**src/design/bia_pkg.sv**
```systemverilog
// Shared types, constants and helpers for the bitmap ID allocator.
// Used by bia_ctrl, bia_datapath and bitmap_id_allocator_core; no dependencies.
package bia_pkg;

  // Geometry
  localparam int WORD_BITS = 32;
  localparam int MAP_WORDS = 32;
  localparam int WADDR_W   = 5;   // word address within the map
  localparam int BIT_W     = 5;   // bit position within a word
  localparam int WCNT_W    = 6;   // word count, 0..MAP_WORDS
  localparam int IDX_W     = 10;  // entry index
  localparam int HINT_W    = 11;  // next-fit hint, 0..1024
  localparam int CAP_W     = 11;  // capacity register width
  localparam int CMD_W     = 3;
  localparam int STATUS_W  = 2;

  // Command codes
  localparam logic [CMD_W-1:0] CMD_ALLOC   = 3'd0;
  localparam logic [CMD_W-1:0] CMD_RELEASE = 3'd1;
  localparam logic [CMD_W-1:0] CMD_SET     = 3'd2;
  localparam logic [CMD_W-1:0] CMD_CLEAR   = 3'd3;
  localparam logic [CMD_W-1:0] CMD_TEST    = 3'd4;

  // Status codes
  localparam logic [STATUS_W-1:0] ST_OK    = 2'd0;
  localparam logic [STATUS_W-1:0] ST_FULL  = 2'd1;
  localparam logic [STATUS_W-1:0] ST_RANGE = 2'd2;

  // Controller to datapath commands
  typedef struct packed {
    logic load;          // latch item, compute scan start
    logic rd_start;      // read first word (scan start or index word)
    logic rd_next;       // advance scan to next word and read it
    logic commit_alloc;  // mark found bit, report granted index
    logic commit_single; // release/set/clear/test on one bit
    logic report_full;   // report no free entry
    logic report_plain;  // unknown command, report ok with zeros
  } ctl_t;

  // Datapath to controller status
  typedef struct packed {
    logic is_alloc;
    logic is_single;
    logic no_words;
    logic hit;
    logic last_step;
  } sts_t;

  // Position of the lowest set bit of a word (0 when none)
  function automatic logic [BIT_W-1:0] lowest_set(input logic [WORD_BITS-1:0] v);
    logic [BIT_W-1:0] pos;
    pos = '0;
    for (int i = WORD_BITS - 1; i >= 0; i--) begin
      if (v[i]) begin
        pos = BIT_W'(i);
      end
    end
    return pos;
  endfunction

endpackage

```
**src/design/bia_ctrl.sv**
```systemverilog
// Sequencer for the bitmap ID allocator: accepts items and steps the datapath.
// Depends on bia_pkg (ctl_t, sts_t).
module bia_ctrl (
  input  logic          clk,
  input  logic          rst,
  input  logic          start,
  input  bia_pkg::sts_t sts,
  output bia_pkg::ctl_t ctl,
  output logic          busy
);

  typedef enum logic [1:0] {
    S_IDLE,
    S_FETCH,
    S_SCAN,
    S_SINGLE
  } state_t;

  state_t state;
  state_t state_next;

  // Next state and datapath commands
  always_comb begin
    state_next = state;
    ctl        = '0;
    case (state)
      S_IDLE: begin
        if (start) begin
          ctl.load   = 1'b1;
          state_next = S_FETCH;
        end
      end
      S_FETCH: begin
        if (sts.is_alloc) begin
          if (sts.no_words) begin
            ctl.report_full = 1'b1;
            state_next      = S_IDLE;
          end else begin
            ctl.rd_start = 1'b1;
            state_next   = S_SCAN;
          end
        end else if (sts.is_single) begin
          ctl.rd_start = 1'b1;
          state_next   = S_SINGLE;
        end else begin
          ctl.report_plain = 1'b1;
          state_next       = S_IDLE;
        end
      end
      S_SCAN: begin
        if (sts.hit) begin
          ctl.commit_alloc = 1'b1;
          state_next       = S_IDLE;
        end else if (sts.last_step) begin
          ctl.report_full = 1'b1;
          state_next      = S_IDLE;
        end else begin
          ctl.rd_next = 1'b1;
        end
      end
      S_SINGLE: begin
        ctl.commit_single = 1'b1;
        state_next        = S_IDLE;
      end
      default: begin
        state_next = S_IDLE;
      end
    endcase
  end

  // State and busy flag
  always_ff @(posedge clk) begin
    if (rst) begin
      state <= S_IDLE;
      busy  <= 1'b0;
    end else begin
      state <= state_next;
      busy  <= (state_next != S_IDLE);
    end
  end

endmodule

```
**src/design/bia_datapath.sv**
```systemverilog
// Datapath of the bitmap ID allocator: used-map memory, hint, scan pointer, results.
// Depends on bia_pkg (constants, ctl_t, sts_t, lowest_set).
module bia_datapath (
  input  logic                           clk,
  input  logic                           rst,
  input  bia_pkg::ctl_t                  ctl,
  output bia_pkg::sts_t                  sts,
  input  logic [bia_pkg::CMD_W-1:0]      cmd,
  input  logic [bia_pkg::IDX_W-1:0]      entry_index,
  input  logic                           cfg_write,
  input  logic [bia_pkg::CAP_W-1:0]      cfg_data,
  output logic                           done,
  output logic [bia_pkg::STATUS_W-1:0]   status,
  output logic [bia_pkg::IDX_W-1:0]      granted_index,
  output logic                           bit_value
);

  // Used-map memory; a word never written since reset/config reads as zero
  logic [bia_pkg::WORD_BITS-1:0] mem [bia_pkg::MAP_WORDS];
  logic [bia_pkg::MAP_WORDS-1:0] word_valid;
  logic [bia_pkg::WORD_BITS-1:0] rd_q;
  logic                          rd_valid_q;

  logic [bia_pkg::WCNT_W-1:0]  cap_words;
  logic [bia_pkg::HINT_W-1:0]  hint;
  logic [bia_pkg::CMD_W-1:0]   cmd_q;
  logic [bia_pkg::IDX_W-1:0]   idx_q;
  logic [bia_pkg::WADDR_W-1:0] scan_word;
  logic [bia_pkg::BIT_W-1:0]   start_off;
  logic [bia_pkg::WCNT_W-1:0]  step_cnt;

  logic [bia_pkg::CAP_W-1:0]     cap;
  logic [bia_pkg::HINT_W-1:0]    scan_start;
  logic [bia_pkg::WADDR_W-1:0]   next_word;
  logic [bia_pkg::WORD_BITS-1:0] cur_word;
  logic [bia_pkg::WORD_BITS-1:0] lo_mask;
  logic [bia_pkg::WORD_BITS-1:0] scan_mask;
  logic [bia_pkg::WORD_BITS-1:0] free_bits;
  logic [bia_pkg::BIT_W-1:0]     free_pos;
  logic [bia_pkg::IDX_W-1:0]     alloc_idx;
  logic [bia_pkg::WORD_BITS-1:0] idx_bit;
  logic                          in_range;
  logic                          single_wr;
  logic [bia_pkg::WORD_BITS-1:0] single_word;
  logic                          rd_en;
  logic [bia_pkg::WADDR_W-1:0]   rd_addr;
  logic                          wr_en;
  logic [bia_pkg::WADDR_W-1:0]   wr_addr;
  logic [bia_pkg::WORD_BITS-1:0] wr_data;
  logic [bia_pkg::WADDR_W+1:0]   cfg_words;

  // Capacity in entries and scan start (hint, or zero when past capacity)
  assign cap        = {cap_words, {bia_pkg::BIT_W{1'b0}}};
  assign scan_start = (hint < cap) ? hint : '0;
  assign next_word  = (({1'b0, scan_word} + 6'd1) == cap_words) ? '0 : scan_word + 5'd1;

  // Word under test, masked to the part of the scan it belongs to
  assign cur_word  = rd_valid_q ? rd_q : '0;
  assign lo_mask   = {bia_pkg::WORD_BITS{1'b1}} << start_off;
  always_comb begin
    if (step_cnt == '0) begin
      scan_mask = lo_mask;
    end else if (step_cnt == cap_words) begin
      scan_mask = ~lo_mask;
    end else begin
      scan_mask = '1;
    end
  end
  assign free_bits = ~cur_word & scan_mask;
  assign free_pos  = bia_pkg::lowest_set(free_bits);
  assign alloc_idx = {scan_word, free_pos};

  // Single-bit operations
  assign in_range  = ({1'b0, idx_q} < cap);
  assign idx_bit   = {{(bia_pkg::WORD_BITS-1){1'b0}}, 1'b1} << idx_q[bia_pkg::BIT_W-1:0];
  assign single_wr = in_range && (cmd_q == bia_pkg::CMD_RELEASE || cmd_q == bia_pkg::CMD_SET ||
                                  cmd_q == bia_pkg::CMD_CLEAR);
  assign single_word = (cmd_q == bia_pkg::CMD_SET) ? (cur_word | idx_bit) : (cur_word & ~idx_bit);

  // Status to the controller
  assign sts.is_alloc  = (cmd_q == bia_pkg::CMD_ALLOC);
  assign sts.is_single = (cmd_q == bia_pkg::CMD_RELEASE) || (cmd_q == bia_pkg::CMD_SET) ||
                         (cmd_q == bia_pkg::CMD_CLEAR) || (cmd_q == bia_pkg::CMD_TEST);
  assign sts.no_words  = (cap_words == '0);
  assign sts.hit       = |free_bits;
  assign sts.last_step = (step_cnt == cap_words);

  // Memory port selection
  assign rd_en   = ctl.rd_start || ctl.rd_next;
  assign rd_addr = ctl.rd_next ? next_word :
                   ((cmd_q == bia_pkg::CMD_ALLOC) ? scan_word : idx_q[bia_pkg::IDX_W-1:bia_pkg::BIT_W]);
  assign wr_en   = ctl.commit_alloc || (ctl.commit_single && single_wr);
  assign wr_addr = ctl.commit_alloc ? scan_word : idx_q[bia_pkg::IDX_W-1:bia_pkg::BIT_W];
  assign wr_data = ctl.commit_alloc ? (cur_word | (32'd1 << free_pos)) : single_word;

  // Word count from a capacity write, rounded up; saturated to MAP_WORDS when registered
  assign cfg_words = 7'(({1'b0, cfg_data} + 12'd31) >> bia_pkg::BIT_W);

  // Memory array, registered read
  always_ff @(posedge clk) begin
    if (wr_en) begin
      mem[wr_addr] <= wr_data;
    end
    if (rd_en) begin
      rd_q <= mem[rd_addr];
    end
  end

  // Valid bits and read-valid flag
  always_ff @(posedge clk) begin
    if (rst || cfg_write) begin
      word_valid <= '0;
      rd_valid_q <= 1'b0;
    end else begin
      if (wr_en) begin
        word_valid[wr_addr] <= 1'b1;
      end
      if (rd_en) begin
        rd_valid_q <= word_valid[rd_addr];
      end
    end
  end

  // Capacity and hint
  always_ff @(posedge clk) begin
    if (rst) begin
      cap_words <= 6'd32;
      hint      <= '0;
    end else if (cfg_write) begin
      cap_words <= (cfg_words > 7'd32) ? 6'd32 : cfg_words[bia_pkg::WCNT_W-1:0];
      hint      <= '0;
    end else if (ctl.commit_alloc) begin
      hint <= {1'b0, alloc_idx} + 11'd1;
    end else if (ctl.commit_single && in_range && cmd_q == bia_pkg::CMD_RELEASE &&
                 ({1'b0, idx_q} < hint)) begin
      hint <= {1'b0, idx_q};
    end
  end

  // Item latch and scan pointer
  always_ff @(posedge clk) begin
    if (ctl.load) begin
      cmd_q     <= cmd;
      idx_q     <= entry_index;
      scan_word <= scan_start[bia_pkg::IDX_W-1:bia_pkg::BIT_W];
      start_off <= scan_start[bia_pkg::BIT_W-1:0];
      step_cnt  <= '0;
    end else if (ctl.rd_next) begin
      scan_word <= next_word;
      step_cnt  <= step_cnt + 6'd1;
    end
  end

  // Result registers
  always_ff @(posedge clk) begin
    if (rst) begin
      done <= 1'b0;
    end else begin
      done <= ctl.commit_alloc || ctl.commit_single || ctl.report_full || ctl.report_plain;
    end
  end

  always_ff @(posedge clk) begin
    if (ctl.commit_alloc) begin
      status        <= bia_pkg::ST_OK;
      granted_index <= alloc_idx;
      bit_value     <= 1'b0;
    end else if (ctl.commit_single) begin
      status        <= in_range ? bia_pkg::ST_OK : bia_pkg::ST_RANGE;
      granted_index <= '0;
      bit_value     <= in_range && (cmd_q == bia_pkg::CMD_TEST) && |(cur_word & idx_bit);
    end else if (ctl.report_full) begin
      status        <= bia_pkg::ST_FULL;
      granted_index <= '0;
      bit_value     <= 1'b0;
    end else if (ctl.report_plain) begin
      status        <= bia_pkg::ST_OK;
      granted_index <= '0;
      bit_value     <= 1'b0;
    end
  end

endmodule

```
**src/design/bitmap_id_allocator_core.sv**
```systemverilog
// Top level of the bitmap ID allocator: controller plus datapath.
// Depends on bia_pkg, bia_ctrl and bia_datapath.

// Next-fit entry allocator over a 1024-entry used bitmap held as 32 words of
// 32 bits. An item is taken when start is high and busy is low. Its single
// result appears on status, granted_index and bit_value for exactly one cycle
// with done high, and cannot be held off by the receiver. Release, set, clear
// and test read the addressed word in S_FETCH and give their result from
// S_SINGLE. Unknown commands, and an allocate at zero capacity, give it
// straight from S_FETCH. Allocate reads one bitmap word per cycle from the
// scan start, as the bitmap memory has a single read port, and ends at the
// first word with a free entry. With no free entry it visits every word, and
// the start word a second time for the bits below the hint, before full is
// reported. busy drops in the cycle done is shown, so the next item may be
// started then. Writing cfg_data with cfg_write (only while idle) sets the
// capacity, clears the map and zeroes the hint.
module bitmap_id_allocator_core (
  input  logic                           clk,
  input  logic                           rst,
  input  logic                           start,
  output logic                           busy,
  input  logic [bia_pkg::CMD_W-1:0]      cmd,
  input  logic [bia_pkg::IDX_W-1:0]      entry_index,
  input  logic                           cfg_write,
  input  logic [bia_pkg::CAP_W-1:0]      cfg_data,
  output logic                           done,
  output logic [bia_pkg::STATUS_W-1:0]   status,
  output logic [bia_pkg::IDX_W-1:0]      granted_index,
  output logic                           bit_value
);

  bia_pkg::ctl_t ctl;
  bia_pkg::sts_t sts;

  // Sequencer
  bia_ctrl u_ctrl (
    .clk   (clk),
    .rst   (rst),
    .start (start),
    .sts   (sts),
    .ctl   (ctl),
    .busy  (busy)
  );

  // Bitmap, hint and result registers
  bia_datapath u_datapath (
    .clk           (clk),
    .rst           (rst),
    .ctl           (ctl),
    .sts           (sts),
    .cmd           (cmd),
    .entry_index   (entry_index),
    .cfg_write     (cfg_write),
    .cfg_data      (cfg_data),
    .done          (done),
    .status        (status),
    .granted_index (granted_index),
    .bit_value     (bit_value)
  );

  // An accepted item keeps the block busy in the next cycle
  a_accept_busy: assert property (@(posedge clk) disable iff (rst)
    (start && !busy) |=> busy)
    else $error("busy not raised after item accepted");

  // Results never come in back-to-back cycles
  a_done_single: assert property (@(posedge clk) disable iff (rst)
    done |=> !done)
    else $error("done high two cycles in a row");

  // A nonzero granted index only comes with a successful allocate
  a_grant_ok: assert property (@(posedge clk) disable iff (rst)
    (done && granted_index != '0) |-> (status == bia_pkg::ST_OK && !bit_value))
    else $error("granted index with non-ok status or bit value");

  // A set bit value only comes with an ok test result
  a_bit_ok: assert property (@(posedge clk) disable iff (rst)
    (done && bit_value) |-> (status == bia_pkg::ST_OK && granted_index == '0))
    else $error("bit value with bad status or granted index");

endmodule
```
**config.mk**
```make
export PLATFORM = sky130hd
export DESIGN_NAME = bitmap_id_allocator_core
export DESIGN_NICKNAME = d
export VERILOG_FILES = /design/src/design/bia_pkg.sv /design/src/design/bia_ctrl.sv /design/src/design/bia_datapath.sv /design/src/design/bitmap_id_allocator_core.sv
export SDC_FILE = /design/constraint.sdc
export NUM_CORES = 2
export LEC_CHECK = 0
export ABC_AREA = 1
export BUFFER_PORTS_ARGS = -buffer_cell sky130_fd_sc_hd__buf_2
export CORE_MARGIN = 2
export CORE_UTILIZATION = 45
export DETAILED_ROUTE_END_ITERATION = 6
export GPL_TIMING_DRIVEN = 1
export REMOVE_ABC_BUFFERS = 1
export SYNTH_ARGS = -nofsm -noshare
export SYNTH_HDL_FRONTEND = slang
export SYNTH_SLANG_ARGS = --single-unit
```
**constraint.sdc**
```tcl
create_clock -name clk -period 5.4 [get_ports clk]
set_clock_uncertainty 0.1 [all_clocks]
set_input_delay 1.62 -clock clk [delete_from_list [all_inputs] [get_ports clk]]
set_output_delay 1.62 -clock clk [all_outputs]
set_load 0.01 [all_outputs]
```
After elaboration in Yosys (flattened, before gate mapping)
Memory sizes are Yosys's and may differ from the RTL's. A register that Yosys moved wholly into a read port is not among the register bits.
Cells that the tools add are included.
{ "word_totals": {"out_inout_bits": 15, "ramBits": 1024, "regBits": 96, "word_cells": 168, "in_bits": 28, "memories": 1} }
{ "mem_list": {"columns": ["name", "depth", "word_bits", "rd", "rd_ports_with_merged_regs", "write_ports", "line_no", "source"], "rows": [
  ["u_datapath.mem", 32, 32, 1, 1, 1, "bia_datapath.sv:19", "logic [bia_pkg::WORD_BITS-1:0] mem [bia_pkg::MAP_WORDS];"]
]} }
{ "classes": {"bitwise_logic": 9, "shift": 3, "n_lt_le_gt_ge": 7, "n_reduce_logical": 29, "n_eq_ne": 9, "addsub": 5, "muxes": 90} }
{ "ops": {"columns": ["operator", "count"], "rows": [
  ["$mux W5", 38],
  ["$mux W32", 5],
  ["$and A32 B32 Y32", 3],
  ["$not A32 Y32", 3],
  ["$or A32 B32 Y32", 3],
  ["$reduce_or A32 Y1", 2],
  ["$shl A1 B5 Y32 const A", 2],
  ["$mux W10", 5],
  ["$shl A32 B5 Y32 const A", 1],
  ["$mux W1", 24],
  ["$lt A10 B11 Y1", 2],
  ["$mux W11", 2],
  ["$mux W2", 11],
  ["$add A11 B5 Y12 const B", 1],
  ["$eq A6 B6 Y1", 2],
  ["$logic_not A6 Y1", 2],
  ["$lt A5 B6 Y1 const B", 2],
  ["$add A10 B1 Y11 const B", 1],
  ["$lt A11 B11 Y1", 1],
  ["$logic_or A1 B1 Y1", 9],
  ["$logic_and A1 B1 Y1", 8],
  ["$pmux W2 S4", 1],
  ["$gt A7 B6 Y1 const B", 1],
  ["$add A5 B1 Y6 const B", 1],
  ["other kinds (18)", 22]
]} }

Depth between registers and ports, before layout
{ "depth": {"depth_word": 40, "mapped_depth": 46, "depth_no_buf": 46} }

Cells and area by module
Synthesis repeated with hierarchy kept, for this count alone.
{ "hier_totals": {"cells_unflattened": 4200, "area_unflattened_um2": 48815.6} }
{ "modules_own_cells": {"columns": ["module", "area_per_inst_um2", "seq_area_each_um2", "cells_each", "n_inst"], "rows": [
  ["bia_datapath", 48525.3, 33902.5, 4155, 1],
  ["bia_ctrl", 290.3, 60.1, 45, 1]
]} }

Worst setup path before layout
Ideal clock, no wire load.
{ "synth_timing": {"path_kind": "reg2reg", "startpoint": "register u_datapath.step_cnt[0] (netlist name)", "endpoint": "memory u_datapath.mem[0][1] (netlist name), data pin", "t_arrival_ps": 4230, "path_slack_ps": 672, "period_less_slack_ps": 4728, "n_path_buf": 1, "required_ps": 4902, "path_stages_with_launch": 44, "setup_ps": 398, "cell_sequence": "dfxtp_1 inv_1 ha_1 nand4_2 buf_2 o21a_1 nand2_1 nand2_1 nand2_1 nand2_1 nand2_1 nand2_1 nand2_1 nand2_1 nand2_1 nand2_1 nand2_1 nand2_1 [... 8 more ...] nand2_1 nand2_1 nand2_1 nand2_1 nand2_1 nand2_1 nand2_1 nand2_1 nand2_1 nand2_2 inv_1 ha_1 inv_1 nor2_1 inv_1 nor2_1 nand2_1 a31oi_1"} }
{ "synth_via": {"elab_chain_len": 39, "elab_cells_between_ends": 43, "cone_classes": "eq/ne: 1; shift: 1; mux: 37; bitwise: 2; reduce/logical: 2"} }
{ "synth_lines": {"columns": ["item", "line_no", "source"], "rows": [
  ["from (decl)", "bia_datapath.sv:30", "logic [bia_pkg::WCNT_W-1:0] step_cnt;"],
  ["from (signal assigned)", "bia_datapath.sv:150", "step_cnt <= step_cnt + 6'd1;"],
  ["$eq A6 B6 Y1", "bia_datapath.sv:63", "end else if (step_cnt == cap_words) begin"],
  ["$mux W32", "bia_datapath.sv:63", null],
  ["$mux W32 (*)", "bia_datapath.sv:61", "if (step_cnt == '0) begin"],
  ["$and A32 B32 Y32 (*)", "bia_datapath.sv:69", "assign free_bits = ~cur_word & scan_mask;"],
  ["$mux W5 (31 in series)", "bia_pkg.sv:54", "if (v[i]) begin"],
  ["$mux W5 (*)", "bia_pkg.sv:54", null],
  ["net u_datapath.free_pos, one bit", "bia_datapath.sv:39", "logic [bia_pkg::BIT_W-1:0] free_pos;"],
  ["$shl A1 B5 Y32 (*)", "bia_datapath.sv:94", "assign wr_data = ctl.commit_alloc ? (cur_word | (32'd1 << free_pos)) : single_word;"],
  ["$or A32 B32 Y32 (*)", "bia_datapath.sv:94", null],
  ["$mux W32 (*)", "bia_datapath.sv:94", null],
  ["net u_datapath.wr_data, one bit", "bia_datapath.sv:49", "logic [bia_pkg::WORD_BITS-1:0] wr_data;"],
  ["to (decl)", "bia_datapath.sv:19", null]
]} }
Mark *: on every way through the listed nets, which the timed path passes. The rest lies on a longest branch.

Worst setup path in the final report
{ "layout_timing": {"startpoint": "register u_datapath.cap_words[5] (netlist name)", "endpoint": "register u_datapath.rd_q[19] (netlist name), read port of u_datapath.mem, data pin"} }
{ "layout_via": {"elab_chain_len": 8, "elab_cells_between_ends": 16, "cone_classes": "eq/ne: 2; mux: 10; bitwise: 1; reduce/logical: 3"} }
{ "layout_lines": {"columns": ["item", "line_no", "source"], "rows": [
  ["from (decl)", "bia_datapath.sv:24", "logic [bia_pkg::WCNT_W-1:0] cap_words;"],
  ["from (signal assigned)", "bia_datapath.sv:130", "cap_words <= (cfg_words > 7'd32) ? 6'd32 : cfg_words[bia_pkg::WCNT_W-1:0];"],
  ["$eq A6 B6 Y1", "bia_datapath.sv:63, bia_datapath.sv:86", null],
  ["$mux W32", "bia_datapath.sv:63", null],
  ["$mux W32", "bia_datapath.sv:61", null],
  ["$and A32 B32 Y32", "bia_datapath.sv:69", null],
  ["$reduce_or A32 Y1", "bia_datapath.sv:85", "assign sts.hit = |free_bits;"],
  ["$mux W1", "bia_ctrl.sv:51", "if (sts.hit) begin"],
  ["$mux W2", "bia_ctrl.sv:26", "case (state)"],
  ["$mux W5 / $logic_or A1 B1 Y1 (equally long branches)", "bia_datapath.sv:90, bia_datapath.sv:89", null],
  ["to (decl)", "bia_datapath.sv:21", "logic [bia_pkg::WORD_BITS-1:0] rd_q;"]
]} }
Several ways; a longest one is shown, not always the timed one.
A chain may end at the register's enable or synchronous reset.

==> impl_metrics.prom <==
# TYPE chip_impl_metric gauge
chip_impl_metric{name="power.density_cell_area",unit="nW/um^2"} 364
chip_impl_metric{name="postSynthCellCount",unit=""} 3959
chip_impl_metric{name="place_hpwl",unit="um"} 90100
chip_impl_metric{name="final_hold_viol_count",unit=""} 0
chip_impl_metric{name="drc",unit=""} 0
chip_impl_info{name="crit_top_cell",value="sky130_fd_sc_hd__nand2_1"} 1
chip_impl_metric{name="rr_worst_depth",unit=""} 25
chip_impl_metric{name="antenna_found_initial",unit=""} 4
chip_impl_metric{name="fmax",unit="GHz"} 0.196
chip_impl_metric{name="combinationalPowerShare",unit=""} 0.102
chip_impl_metric{name="gpl.final_weighted_congestion",unit=""} 0.997
chip_impl_metric{name="yosysSeqAreaShare",unit=""} 0.708
chip_impl_metric{name="sequentialPowerShare",unit=""} 0.485
chip_impl_metric{name="die_extent_in_y",unit="um"} 331
chip_impl_metric{name="synth_edf_count",unit=""} 1089
chip_impl_metric{name="hold-path-cell-count",unit=""} 2
chip_impl_metric{name="core_box_area",unit="um^2"} 106000
chip_impl_metric{name="postSynth.asyncResetShare",unit=""} 0
chip_impl_metric{name="path_buf_inv",unit=""} 5
chip_impl_metric{name="cts_buffers",unit=""} 116
chip_impl_metric{name="clockPowerShare",unit=""} 0.413
chip_impl_metric{name="final-setup-viol-count",unit=""} 0
chip_impl_metric{name="initial_core_util",unit=""} 0.455
chip_impl_metric{name="post_route_cells_drive_above_1_share",unit=""} 0.127
chip_impl_metric{name="top_level_ports",unit=""} 43
chip_impl_metric{name="grt_use_total",unit=""} 0.280
chip_impl_metric{name="crit_path_max_fanout",unit=""} 75
chip_impl_metric{name="relSlewSlack",unit=""} 0.403
chip_impl_metric{name="synthesis.yosys.warnings",unit=""} 0
chip_impl_info{name="synth_area_leader_cell",value="sky130_fd_sc_hd__edfxtp_1"} 1
chip_impl_metric{name="max_cap_violations",unit=""} 0
chip_impl_metric{name="r2r_setup_slack",unit="ps"} 290
chip_impl_info{name="grt_setup_unrepaired",value="no"} 1
chip_impl_metric{name="floorplan.die_area",unit="um^2"} 109000
chip_impl_metric{name="vdd_drop_max",unit="V"} 0.000287
chip_impl_info{name="cts_root_buffer",value="sky130_fd_sc_hd__clkbuf_16"} 1
chip_impl_metric{name="firstDrtPassIters",unit=""} 6
chip_impl_metric{name="layout.core_utilization",unit=""} 0.530
chip_impl_info{name="hp-start",value="u_datapath.hint[0]$_SDFFE_PP0P_"} 1
chip_impl_metric{name="port_buffers",unit=""} 42
chip_impl_metric{name="grt_remaining_overflow",unit=""} 0
chip_impl_metric{name="grt_max_degree",unit=""} 103
chip_impl_metric{name="post-route-min-period",unit="ps"} 5110
chip_impl_info{name="post_synth_main_area_contributors",value="sky130_fd_sc_hd__edfxtp_1 (68%), sky130_fd_sc_hd__nor2_1 (6.2%), sky130_fd_sc_hd__o21ai_0 (5.4%), sky130_fd_sc_hd__o221ai_1 (3.9%), sky130_fd_sc_hd__dfxtp_1 (2.6%)"} 1
chip_impl_metric{name="ys_seq_elements",unit=""} 1152
chip_impl_metric{name="die-width",unit="um"} 331
chip_impl_metric{name="wl_per_cell",unit="um"} 27.9
chip_impl_metric{name="arrival_time_of_data_at_the_critical_path_endpoint",unit="ps"} 5520
chip_impl_metric{name="grt_first_pass_wirelength",unit="um"} 223000
chip_impl_metric{name="ant_nets",unit=""} 0
chip_impl_metric{name="dr.first_iter.drc_count",unit=""} 4193
chip_impl_info{name="slowest_cell_on_the_critical_path",value="sky130_fd_sc_hd__dfxtp_1"} 1
chip_impl_info{name="timing.setup.critical_path_class",value="register to register"} 1
chip_impl_info{name="r2r_end",value="u_datapath.rd_q[19]$_DFFE_PP_"} 1
chip_impl_metric{name="routed_wirelength",unit="um"} 156000
chip_impl_info{name="synth_flop_cell",value="sky130_fd_sc_hd__edfxtp_1"} 1
chip_impl_metric{name="yosys.area.top_type_share",unit=""} 0.681
chip_impl_info{name="critical_path.reg2reg.startpoint",value="u_datapath.cap_words[5]$_SDFFE_PP1P_"} 1
chip_impl_metric{name="core.rowCount",unit=""} 119
chip_impl_metric{name="final_nets",unit=""} 4150
chip_impl_info{name="holdPathEnd",value="u_datapath.hint[0]$_SDFFE_PP0P_"} 1
chip_impl_metric{name="post_synth_num_cell_types",unit=""} 54
chip_impl_metric{name="area_delta_synth_final",unit="%"} 16.6
chip_impl_metric{name="via_count_of_the_first_global_routing_pass",unit=""} 31960
chip_impl_metric{name="crit_path_max_incr_delay",unit="ps"} 450
chip_impl_info{name="critPathLaunchType",value="register"} 1
chip_impl_metric{name="cts_num_sinks",unit=""} 1152
chip_impl_metric{name="route.vias.total",unit=""} 34370
chip_impl_info{name="layout_common_cells",value="sky130_fd_sc_hd__edfxtp_1 (1089), sky130_fd_sc_hd__nor2_1 (764), sky130_fd_sc_hd__o21ai_0 (513)"} 1
chip_impl_metric{name="worstSkewPairLatency",unit="ps"} 730
chip_impl_info{name="layout_commonest_cell",value="sky130_fd_sc_hd__edfxtp_1"} 1
chip_impl_metric{name="final_period_utilization",unit=""} 0.947
chip_impl_metric{name="finalMaxSlewViolations",unit=""} 0
chip_impl_info{name="hp-class",value="register to register"} 1
chip_impl_info{name="status",value="finished clean"} 1
chip_impl_metric{name="swShare",unit=""} 0.244
chip_impl_metric{name="timing_worst_slew_pin_value",unit="ps"} 895
chip_impl_metric{name="totalPowerFinal",unit="mW"} 20.4
chip_impl_metric{name="clk_path_buf_depth",unit=""} 3
chip_impl_info{name="worst_setup_path_end_kind",value="register"} 1
chip_impl_metric{name="static_leak",unit="nW"} 18.0
chip_impl_info{name="critical-path-top-delay-family",value="simple AND/OR/NAND/NOR gates"} 1
chip_impl_metric{name="clkTransAtPathRegs",unit="ps"} 60
chip_impl_metric{name="post_synth.cell_area_avg",unit="um^2"} 12.1
chip_impl_info{name="tritoncts",value="done"} 1
chip_impl_metric{name="crit_required",unit="ps"} 5810
chip_impl_metric{name="routed_via_density",unit=""} 6.16
chip_impl_metric{name="clock_tree.htree_level_count",unit=""} 3
chip_impl_metric{name="intPower",unit="mW"} 15.4
chip_impl_metric{name="total_switching_power",unit="mW"} 4.97
chip_impl_metric{name="cts.hold.buffers_added",unit=""} 0
chip_impl_metric{name="netlist_area",unit="um^2"} 48000
[power groups by stage]
stage	logic, mW	registers, mW	clock network (mW)
detailed placement	2.03	10.1	0
finish	2.08	9.88	8.42
CTS	2.04	9.88	8.51
floorplan	1.16	10.0	0
global route	2.24	9.88	8.81
global placement	2.02	10.1	0
[worst min-delay path, delay by kind of cell (launching register included)]
kind / cells / cell delay [ps]
flops: 1 / 310
simple gates: 1 / 60
compound gates: 1 / 50
[stage by stage]
stage          std cells  instance area, um^2  setup slack (ps)  setup TNS (ps)  hold slack (ps)
3_5_place_dp        5358                51900               299               0              353
3_3_place_gp        5358                51900               118               0              344
5_1_grt             5579                55900              35.7               0              383
6_report            5580                56000               289               0              366
2_1_floorplan       3705                46900             -4720        -2259200              335
4_1_cts             5568                55900               194               0              367
[kinds of logic after synthesis]
kind of cell | after synthesis | share of synthesized area
flops | 1152 | 0.708
buf+inv | 394 | 0.0345
simple gates | 1263 | 0.105
fa+ha+maj | 29 | 0.00756
xor+xnor | 9 | 0.00164
compound gates | 1112 | 0.143
[state kept, by name (all words and copies together) (netlist names)]
| name | count |
|---|---|
| u_datapath.hint | 11 |
| u_datapath.word_valid | 32 |
| u_datapath.start_off | 5 |
| u_datapath.mem | 1024 |
| u_datapath.bit_value | 1 |
| u_datapath.done | 1 |
| u_datapath.status | 2 |
| u_datapath.rd_valid_q | 1 |
| u_ctrl.busy | 1 |
| u_datapath.cmd_q | 3 |
| u_datapath.scan_word | 5 |
| u_ctrl.state | 2 |
| u_datapath.rd_q | 32 |
| u_datapath.idx_q | 10 |
| u_datapath.step_cnt | 6 |
| u_datapath.cap_words | 6 |
| u_datapath.granted_index | 10 |
[synthesized netlist by cell type (69+ instances only)]
library cell               number
sky130_fd_sc_hd__o21ai_1       87
sky130_fd_sc_hd__o221ai_1     211
sky130_fd_sc_hd__nand3_1      115
sky130_fd_sc_hd__buf_2         82
sky130_fd_sc_hd__nand2_1      296
sky130_fd_sc_hd__clkbuf_1     149
sky130_fd_sc_hd__nor2_1       797
sky130_fd_sc_hd__o21ai_0      516
sky130_fd_sc_hd__inv_1        124
sky130_fd_sc_hd__a31oi_1       77
sky130_fd_sc_hd__o211ai_1      69
sky130_fd_sc_hd__edfxtp_1    1089
[metal layers]
layer,vias to the layer above,part of all wire,track usage
li1,15046,-,-
met1,17247,0.42,0.409
met2,1799,0.46,0.433
met3,278,0.089,0.0433
met4,0,0.032,0.0914
met5,-,0,0
[layout make-up]
class	count	area [um^2]
Tap cell	1391	1740
Timing Repair Buffer	269	2930
Clock buffer	137	3050
Sequential cell	1152	34000
Timing Repair inverter	1	8.76
Multi-Input combinational cell	2413	12800
Clock inverter	73	898
Inverter	140	563
Antenna cell	4	10.0
Fill cell	8936	49600
[how the worst max path moves through the flow]
stage,from,end,slack (ps),depth (start not counted)
after global routing,u_datapath.cap_words[3]$_SDFFE_PP0P_,u_datapath.rd_q[19]$_DFFE_PP_,40,25
after detailed placement,u_datapath.cap_words[5]$_SDFFE_PP1P_,u_datapath.rd_q[19]$_DFFE_PP_,300,27
after CTS,u_datapath.cap_words[5]$_SDFFE_PP1P_,u_datapath.rd_q[19]$_DFFE_PP_,190,27
after floorplan,u_datapath.step_cnt[0]$_SDFFE_PP0P_,u_datapath.rd_q[0]$_DFFE_PP_,-4720,22
final,u_datapath.cap_words[5]$_SDFFE_PP1P_,u_datapath.rd_q[19]$_DFFE_PP_,290,25
after global placement,u_datapath.start_off[1]$_SDFFCE_PP0P_,u_datapath.rd_q[19]$_DFFE_PP_,120,24
[what timing repair did]
| action | in CTS | in global routing |
|---|---|---|
| buffers inserted | 0 | 7 |
| hold endpoints to repair | 0 | 0 |
| endpoints found under the setup margin | 0 | 295 |
| resized for setup | 0 | 8 |
Note: power is estimated with default switching activity, not from simulation.
